$ cat config.mk
export PLATFORM = sky130hd
export DESIGN_NAME = slope_compare_line_stepper_unit
export DESIGN_NICKNAME = d
export VERILOG_FILES = /design/src/hw/rtl/slu_pkg.sv /design/src/hw/rtl/slope_compare_line_stepper_unit.sv /design/src/hw/rtl/slu_in_reg.sv /design/src/hw/rtl/slu_walk.sv
export SDC_FILE = /design/constraint.sdc
export NUM_CORES = 1
export LEC_CHECK = 0
export BUFFER_PORTS_ARGS = -buffer_cell sky130_fd_sc_hd__buf_4
export CAP_MARGIN = 20
export CELL_PAD_IN_SITES_DETAIL_PLACEMENT = 1
export CELL_PAD_IN_SITES_GLOBAL_PLACEMENT = 2
export CORE_ASPECT_RATIO = 1.1
export CORE_MARGIN = 2
export CORE_UTILIZATION = 39
export CTS_BUF_LIST = sky130_fd_sc_hd__clkbuf_2
export DETAILED_ROUTE_END_ITERATION = 8
export PLACE_DENSITY = 0.88
export SYNTH_ARGS = -nofsm -noshare
export SYNTH_HDL_FRONTEND = slang
export SYNTH_SLANG_ARGS = --single-unit
$ cat constraint.sdc
create_clock -name clock -period 5.6 [get_ports clock]
set_input_delay 1.12 -clock clock [delete_from_list [all_inputs] [get_ports clock]]
set_output_delay 1.12 -clock clock [all_outputs]
set_load 0.05 [all_outputs]
$ cat src/hw/rtl/slu_pkg.sv
// types, codes and widths shared by the line stepper
package slu_pkg;

   localparam int COORD_BITS = 11;
   localparam int RISE_BITS  = COORD_BITS + 1;
   localparam int ERR_BITS   = 2 * COORD_BITS + 2;

   localparam logic       OP_TICK  = 1'b0;
   localparam logic       OP_START = 1'b1;

   localparam logic [1:0] ST_PIXEL  = 2'd0;
   localparam logic [1:0] ST_IDLE   = 2'd1;
   localparam logic [1:0] ST_ACCEPT = 2'd2;
   localparam logic [1:0] ST_REJECT = 2'd3;

   localparam logic [1:0] DIR_FLAT = 2'd0;
   localparam logic [1:0] DIR_RISE = 2'd1;
   localparam logic [1:0] DIR_FALL = 2'd2;

   typedef struct packed {
      logic                  op;
      logic [COORD_BITS-1:0] x_start;
      logic [COORD_BITS-1:0] y_start;
      logic [COORD_BITS-1:0] x_end;
      logic [COORD_BITS-1:0] y_end;
   } req_type;

   typedef struct packed {
      logic [1:0]            status;
      logic [COORD_BITS-1:0] pixel_x;
      logic [COORD_BITS-1:0] pixel_y;
      logic                  last;
   } rsp_type;

   typedef struct packed {
      logic    vld;
      req_type word;
   } stage_type;

endpackage

$ cat src/hw/rtl/slope_compare_line_stepper_unit.sv
// line stepper top level: input register, walk step and result register
//
//   channel   dir   payload            handshake
//   req       in    slu_pkg::req_type  req_valid / req_stall
//   rsp       out   slu_pkg::rsp_type  rsp_valid / rsp_stall
//
// one word per clock sustained while rsp_stall is low, each word gives exactly one result word
// each word passes the input register, then the step logic into the result register
// the line state moves when a word passes from the input register to the result register
// synchronous reset clears the line state and both valid flags
// rsp_stall holds the result register; req_stall rises once the input register is also full
module slope_compare_line_stepper_unit (
   input  logic             clock,
   input  logic             reset,
   input  logic             req_valid,
   output logic             req_stall,
   input  slu_pkg::req_type req_data,
   output logic             rsp_valid,
   input  logic             rsp_stall,
   output slu_pkg::rsp_type rsp_data
);
   import slu_pkg::*;

   stage_type stage;
   rsp_type   step_rsp;
   logic      out_free;
   logic      take;
   logic      rsp_valid_ff, rsp_valid_in;
   rsp_type   rsp_data_ff, rsp_data_in;

   assign out_free = !rsp_valid_ff || !rsp_stall;
   assign take     = stage.vld && out_free;

   slu_in_reg u_in_reg (
      .clock     (clock),
      .reset     (reset),
      .req_valid (req_valid),
      .req_stall (req_stall),
      .req_data  (req_data),
      .take      (take),
      .stage     (stage)
   );

   slu_walk u_walk (
      .clock   (clock),
      .reset   (reset),
      .step_en (take),
      .word    (stage.word),
      .result  (step_rsp)
   );

   assign rsp_valid_in = take || (rsp_valid_ff && rsp_stall);
   assign rsp_data_in  = take ? step_rsp : rsp_data_ff;

   always_ff @(posedge clock) begin
      if (reset) begin
         rsp_valid_ff <= 1'b0;
      end else begin
         rsp_valid_ff <= rsp_valid_in;
      end
      rsp_data_ff <= rsp_data_in;
   end

   assign rsp_valid = rsp_valid_ff;
   assign rsp_data  = rsp_data_ff;

   a_stall_only_when_full : assert property (@(posedge clock) disable iff (reset)
      req_stall |-> stage.vld)
      else $error("req_stall raised with an empty input register");

   a_held_word_kept : assert property (@(posedge clock) disable iff (reset)
      (stage.vld && !out_free) |=> stage.vld)
      else $error("input word lost while the result register was blocked");

   a_no_pixel_fields_clear : assert property (@(posedge clock) disable iff (reset)
      (rsp_valid && rsp_data.status != ST_PIXEL)
         |-> (rsp_data.pixel_x == '0 && rsp_data.pixel_y == '0 && !rsp_data.last))
      else $error("non-pixel result carries pixel fields");

endmodule

$ cat src/hw/rtl/slu_in_reg.sv
// input register stage of the line stepper
module slu_in_reg (
   input  logic             clock,
   input  logic             reset,
   input  logic             req_valid,
   output logic             req_stall,
   input  slu_pkg::req_type req_data,
   input  logic             take,
   output slu_pkg::stage_type stage
);
   import slu_pkg::*;

   logic    vld_ff;
   logic    vld_in;
   req_type word_ff;
   req_type word_in;
   logic    load;

   assign req_stall = vld_ff && !take;
   assign load      = req_valid && !req_stall;

   always_comb begin
      vld_in  = vld_ff;
      word_in = word_ff;
      if (load) begin
         vld_in  = 1'b1;
         word_in = req_data;
      end else if (take) begin
         vld_in = 1'b0;
      end
   end

   always_ff @(posedge clock) begin
      if (reset) begin
         vld_ff <= 1'b0;
      end else begin
         vld_ff <= vld_in;
      end
      word_ff <= word_in;
   end

   assign stage.vld  = vld_ff;
   assign stage.word = word_ff;

endmodule

$ cat src/hw/rtl/slu_walk.sv
// line state and single step logic with incremental slope error
module slu_walk (
   input  logic             clock,
   input  logic             reset,
   input  logic             step_en,
   input  slu_pkg::req_type word,
   output slu_pkg::rsp_type result
);
   import slu_pkg::*;

   logic [COORD_BITS-1:0]       cur_col_ff, cur_col_in;
   logic [COORD_BITS-1:0]       cur_row_ff, cur_row_in;
   logic [COORD_BITS-1:0]       target_col_ff, target_col_in;
   logic [COORD_BITS-1:0]       target_row_ff, target_row_in;
   logic [COORD_BITS-1:0]       run_end_ff, run_end_in;
   logic signed [RISE_BITS-1:0] rise_end_ff, rise_end_in;
   logic signed [ERR_BITS-1:0]  err_ff, err_in;
   logic [1:0]                  direction_ff, direction_in;
   logic                        active_ff, active_in;
   logic                        first_step_ff, first_step_in;

   logic signed [ERR_BITS-1:0]  run_ext;
   logic signed [ERR_BITS-1:0]  rise_ext;
   logic signed [RISE_BITS-1:0] rise_new;
   logic                        reject;
   logic [1:0]                  dir_new;
   logic                        col_step;
   logic                        last;

   assign run_ext  = $signed({{(ERR_BITS - COORD_BITS){1'b0}}, run_end_ff});
   assign rise_ext = $signed({{(ERR_BITS - RISE_BITS){rise_end_ff[RISE_BITS-1]}},
                              rise_end_ff});
   assign rise_new = $signed({1'b0, word.y_end}) - $signed({1'b0, word.y_start});
   assign reject   = (word.x_end < word.x_start)
                     || ((word.x_end == word.x_start) && (word.y_end != word.y_start));

   always_comb begin
      if (word.y_end < word.y_start) begin
         dir_new = DIR_RISE;
      end else if (word.y_end > word.y_start) begin
         dir_new = DIR_FALL;
      end else begin
         dir_new = DIR_FLAT;
      end
   end

   // rising walks in x while error <= 0, falling while error >= 0
   always_comb begin
      case (direction_ff)
         DIR_RISE: col_step = (err_ff <= 0);
         DIR_FALL: col_step = (err_ff >= 0);
         default:  col_step = 1'b1;
      endcase
   end

   always_comb begin
      cur_col_in    = cur_col_ff;
      cur_row_in    = cur_row_ff;
      target_col_in = target_col_ff;
      target_row_in = target_row_ff;
      run_end_in    = run_end_ff;
      rise_end_in   = rise_end_ff;
      err_in        = err_ff;
      direction_in  = direction_ff;
      active_in     = active_ff;
      first_step_in = first_step_ff;
      result        = '0;
      last          = 1'b0;
      if (word.op == OP_START) begin
         active_in = 1'b0;
         if (reject) begin
            result.status = ST_REJECT;
         end else begin
            result.status = ST_ACCEPT;
            cur_col_in    = word.x_start;
            cur_row_in    = word.y_start;
            target_col_in = word.x_end;
            target_row_in = word.y_end;
            run_end_in    = word.x_end - word.x_start;
            rise_end_in   = rise_new;
            err_in        = '0;
            direction_in  = dir_new;
            first_step_in = (dir_new != DIR_FLAT);
            active_in     = (word.x_end != word.x_start);
         end
      end else if (!active_ff) begin
         result.status = ST_IDLE;
      end else begin
         if (direction_ff != DIR_RISE && direction_ff != DIR_FALL) begin
            cur_col_in = cur_col_ff + 1'b1;
         end else if (first_step_ff) begin
            cur_col_in    = cur_col_ff + 1'b1;
            first_step_in = 1'b0;
            if (direction_ff == DIR_RISE) begin
               cur_row_in = cur_row_ff - 1'b1;
               err_in     = err_ff - rise_ext - run_ext;
            end else begin
               cur_row_in = cur_row_ff + 1'b1;
               err_in     = err_ff - rise_ext + run_ext;
            end
         end else if (col_step) begin
            cur_col_in = cur_col_ff + 1'b1;
            err_in     = err_ff - rise_ext;
         end else if (direction_ff == DIR_RISE) begin
            cur_row_in = cur_row_ff - 1'b1;
            err_in     = err_ff - run_ext;
         end else begin
            cur_row_in = cur_row_ff + 1'b1;
            err_in     = err_ff + run_ext;
         end
         last = (cur_col_in == target_col_ff) && (cur_row_in == target_row_ff);
         if (last) begin
            active_in = 1'b0;
         end
         result.status  = ST_PIXEL;
         result.pixel_x = cur_col_in;
         result.pixel_y = cur_row_in;
         result.last    = last;
      end
   end

   always_ff @(posedge clock) begin
      if (reset) begin
         cur_col_ff    <= '0;
         cur_row_ff    <= '0;
         target_col_ff <= '0;
         target_row_ff <= '0;
         run_end_ff    <= '0;
         rise_end_ff   <= '0;
         err_ff        <= '0;
         direction_ff  <= DIR_FLAT;
         active_ff     <= 1'b0;
         first_step_ff <= 1'b0;
      end else if (step_en) begin
         cur_col_ff    <= cur_col_in;
         cur_row_ff    <= cur_row_in;
         target_col_ff <= target_col_in;
         target_row_ff <= target_row_in;
         run_end_ff    <= run_end_in;
         rise_end_ff   <= rise_end_in;
         err_ff        <= err_in;
         direction_ff  <= direction_in;
         active_ff     <= active_in;
         first_step_ff <= first_step_in;
      end
   end

endmodule
==> results.toml <==
[cells_and_area]
drive_above_1_share_pct = 10.64
regArea_um2 = 4044
layout.nets = 1706
syn_to_final_growth_pct = 10.17
fill_cells = 3782
multiInputGateArea_um2 = 7995
instances_no_fill = 1982

[global_routing]
grt_overflow = 0
grt_pass1_wl_um = 65090
first_global_vias = 11870
grt_busiest_layer = "met2"
antenna_found_initial = 1
grt_max_degree = 78
use_met1_pct = 31.90
grtUsageMet3_pct = 2.791
gr-usage-met2_pct = 42.51
grt_use_total_pct = 24.86

[yosys]
ys_ff_latch = 167
synth_area_leaders = "edfxtp_1 17%, dfxtp_1 15%, ha_1 10%, a21oi_1 6.1%, nand2_1 4.8%"
synthArstFlopShare_pct = 0
ys_top_cells_by_count = "159 x nand2_1, 154 x a21oi_1, 128 x nor2_1"
synth_cells = 1495
synth_top_area_share_pct = 16.75
synth_top_flop_cell = "dfxtp_1"
yosysWarnings = 0
synth_edf_count = 70
synth_nets = 1654
ys_types = 80
syn-cell-area_um2 = 12550
synth_top_cell_by_area = "edfxtp_1"
yosysMostFrequentCell = "nand2_1"
synth_seq_area_share_pct = 32.22
syn_avg_cell_area_um2 = 8.396

[floorplan]
io_pins = 76
coreArea_um2 = 31570
fp.dieH_um = 192.2
die_w_um = 175.1
dieArea_um2 = 33640
fp-row-count = 68
initial_core_util_pct = 39.77

[clocking]
ctsHoldBuffers = 0
cts_tree = "done"
h-tree-depth = 4
post-cts-setup-buffers = 0
cts_sinks = 167
clkTransAtPathRegs_ns = 0.30
cts_resized = 0
cts_buffers = 17
cts_root_buf = "clkbuf_2"
worstSkewPairLatency_ns = 0.80
cts_buffer_depth = 2

[power]
p_sw_mw = 1.470
power_frac_seq_pct = 36.2
p_comb_share_pct = 44.8
p_int_mw = 2.267
power.static_leakage_nw = 5.532
swShare_pct = 39.33
power_density_nw_per_um2 = 270.3
ir_drop_mv = 0.1928
clkPwrFrac_pct = 19.0

[min_path]
hold_path_startpoint = "req_data[42]"
hold_class = "input pin to flip-flop"
holdPathStages = 1
min_to = "u_in_reg.stage[42]"

[placement]
post-place-cells = 1948
hpwlAfterDp_um = 31760
io_buffers = 75
gp_congestion = 0.8913

[critical_path]
worstRegToRegCells = 20
critPathRequiredTime_ns = 6.34
path_max_fanout = 5
r2r-start = "u_walk.err_ff[0]"
critical_path_class = "flip-flop to flip-flop"
arrival_ns = 5.79
r2r_end = "u_walk.err_ff[23]"
worstSetupEndpointType = "flip-flop"
critPathLaunchType = "flip-flop"
r2r_setup_slack_ns = 0.55

[routing]
drt-total-wl_um = 41150
final_antenna_net_count = 0
num_vias = 11460
vias_per_cell = 5.782
firstDrtPassIters = 4
drc = 0
wl_per_cell_um = 20.76
drt-initial-drc-count = 615

[sta]
drv_slew = 0
fin_worst_skew_ns = 0.06944
finalSetupViolations = 0
slew_headroom_pct = 32.37
timing.hold.ws_ns = 0.4624
finalCriticalPeriod_ns = 5.048
hold_violations = 0
fin_setup_tns_ns = 0
tightest_slew_ns = 1.014
rsz0062_at_grt = "no"
finalCritPeriodShare_pct = 90.15
fmax_ghz = 0.1981

[run]
cap_violations = 0

[status]
status = "finished clean"
[worst max-delay path: stages, from the launching register on]
cell	delay (ns)
dfxtp_1	0.45
inv_1	0.09
ha_1	0.23
fa_1	0.42
nor2b_1	0.17
o31a_1	0.19
o21ba_2	0.18
o21ai_0	0.14
a21oi_1	0.22
o31a_1	0.17
nor2_1	0.05
xnor2_1	0.24
ha_1	0.35
a211o_1	0.32
a21oi_1	0.17
a2111oi_0	0.13
buf_4	0.17
o41ai_1	0.69
o41ai_1	0.18
xor2_1	0.18
a221o_1	0.33
[sequential cells by signal (all words and copies together) (netlist names)]
register and cells:
rsp_data 25, rsp_valid 1, u_in_reg.stage 45, u_in_reg.vld_ff 1, u_walk.active_ff 1, u_walk.cur_col_ff 11
u_walk.cur_row_ff 11, u_walk.direction_ff 2, u_walk.err_ff 24, u_walk.first_step_ff 1, u_walk.rise_end_ff 12, u_walk.run_end_ff 11
u_walk.target_col_ff 11, u_walk.target_row_ff 11
[power by group through the flow]
| stage | clock network (mW) | registers (mW) | logic [mW] |
|---|---|---|---|
| floorplan | 0 | 1.38 | 1.23 |
| global placement | 0 | 1.37 | 1.62 |
| detailed placement | 0 | 1.38 | 1.65 |
| CTS | 0.734 | 1.35 | 1.67 |
| global route | 0.780 | 1.36 | 1.86 |
| finish | 0.711 | 1.35 | 1.67 |
[routing by layer]
metal | vias up | part of all wire, % | wire length (um)
met5 | - | 0 | 0
met4 | 0 | 3.7 | 1518
met3 | 65 | 2.9 | 1202
met2 | 202 | 48 | 19670
met1 | 5640 | 46 | 18760
li1 | 5553 | - | -
[cells in the final DEF, fill, tap and decap left out, types with 21 or more instances in the layout]
cell / Yosys / final
o21ai_0: 65 / 64
ha_1: 104 / 104
edfxtp_1: 70 / 70
xnor2_1: 64 / 64
nor3_1: 45 / 44
a211oi_1: 29 / 29
a21oi_1: 154 / 154
buf_4: 2 / 96
o21a_1: 21 / 21
a21o_1: 43 / 43
nor2_1: 128 / 127
nand2_1: 159 / 159
dfxtp_1: 97 / 97
inv_1: 76 / 76
nand3_1: 31 / 31
xor2_1: 43 / 43
[worst max path at each step]
stage,cells past startpoint,endpoint,from,slack (ns)
2_1_floorplan,19,u_walk.err_ff[23],u_walk.err_ff[0],1.26
3_3_place_gp,20,u_walk.err_ff[23],u_walk.err_ff[0],0.75
3_5_place_dp,20,u_walk.err_ff[23],u_walk.err_ff[0],0.57
4_1_cts,20,u_walk.err_ff[23],u_walk.err_ff[0],0.57
5_1_grt,20,u_walk.err_ff[23],u_walk.err_ff[0],0.19
6_report,20,u_walk.err_ff[23],u_walk.err_ff[0],0.55
[metrics by stage]
step	setup WS (ns)	instance area (um^2)	util [%]	power (mW)
floorplan	1.260	12550	-	2.607
global placement	0.7454	13560	42.97	2.998
detailed placement	0.5679	13570	42.99	3.029
CTS	0.5706	13820	43.79	3.755
global route	0.1896	13830	43.81	3.999
finish	0.5515	13830	43.81	3.737
[kinds of logic (layout without fill, tap and decap cells)]
group / after synthesis / after routing / share of synthesized area, %
compound gates: 446 / 446 / 23.33
xor+xnor: 109 / 109 / 7.775
simple gates: 511 / 511 / 20.00
other cells: 0 / 2 / 0
buf+inv: 139 / 204 / 4.296
fa+ha+maj: 110 / 110 / 11.32
mux: 13 / 13 / 1.067
flops: 167 / 167 / 32.22
[cell type report]
cell class	count	share of cell area [%]
multi-input cells	1189	57.82
flip-flops and latches	167	29.24
clock inverters	12	1.104
repair buffers	96	5.212
diodes	2	0.03619
clock buffers	20	0.7238
well taps	420	3.800
inverters	76	2.063
(Power assumes the default switching activity.)
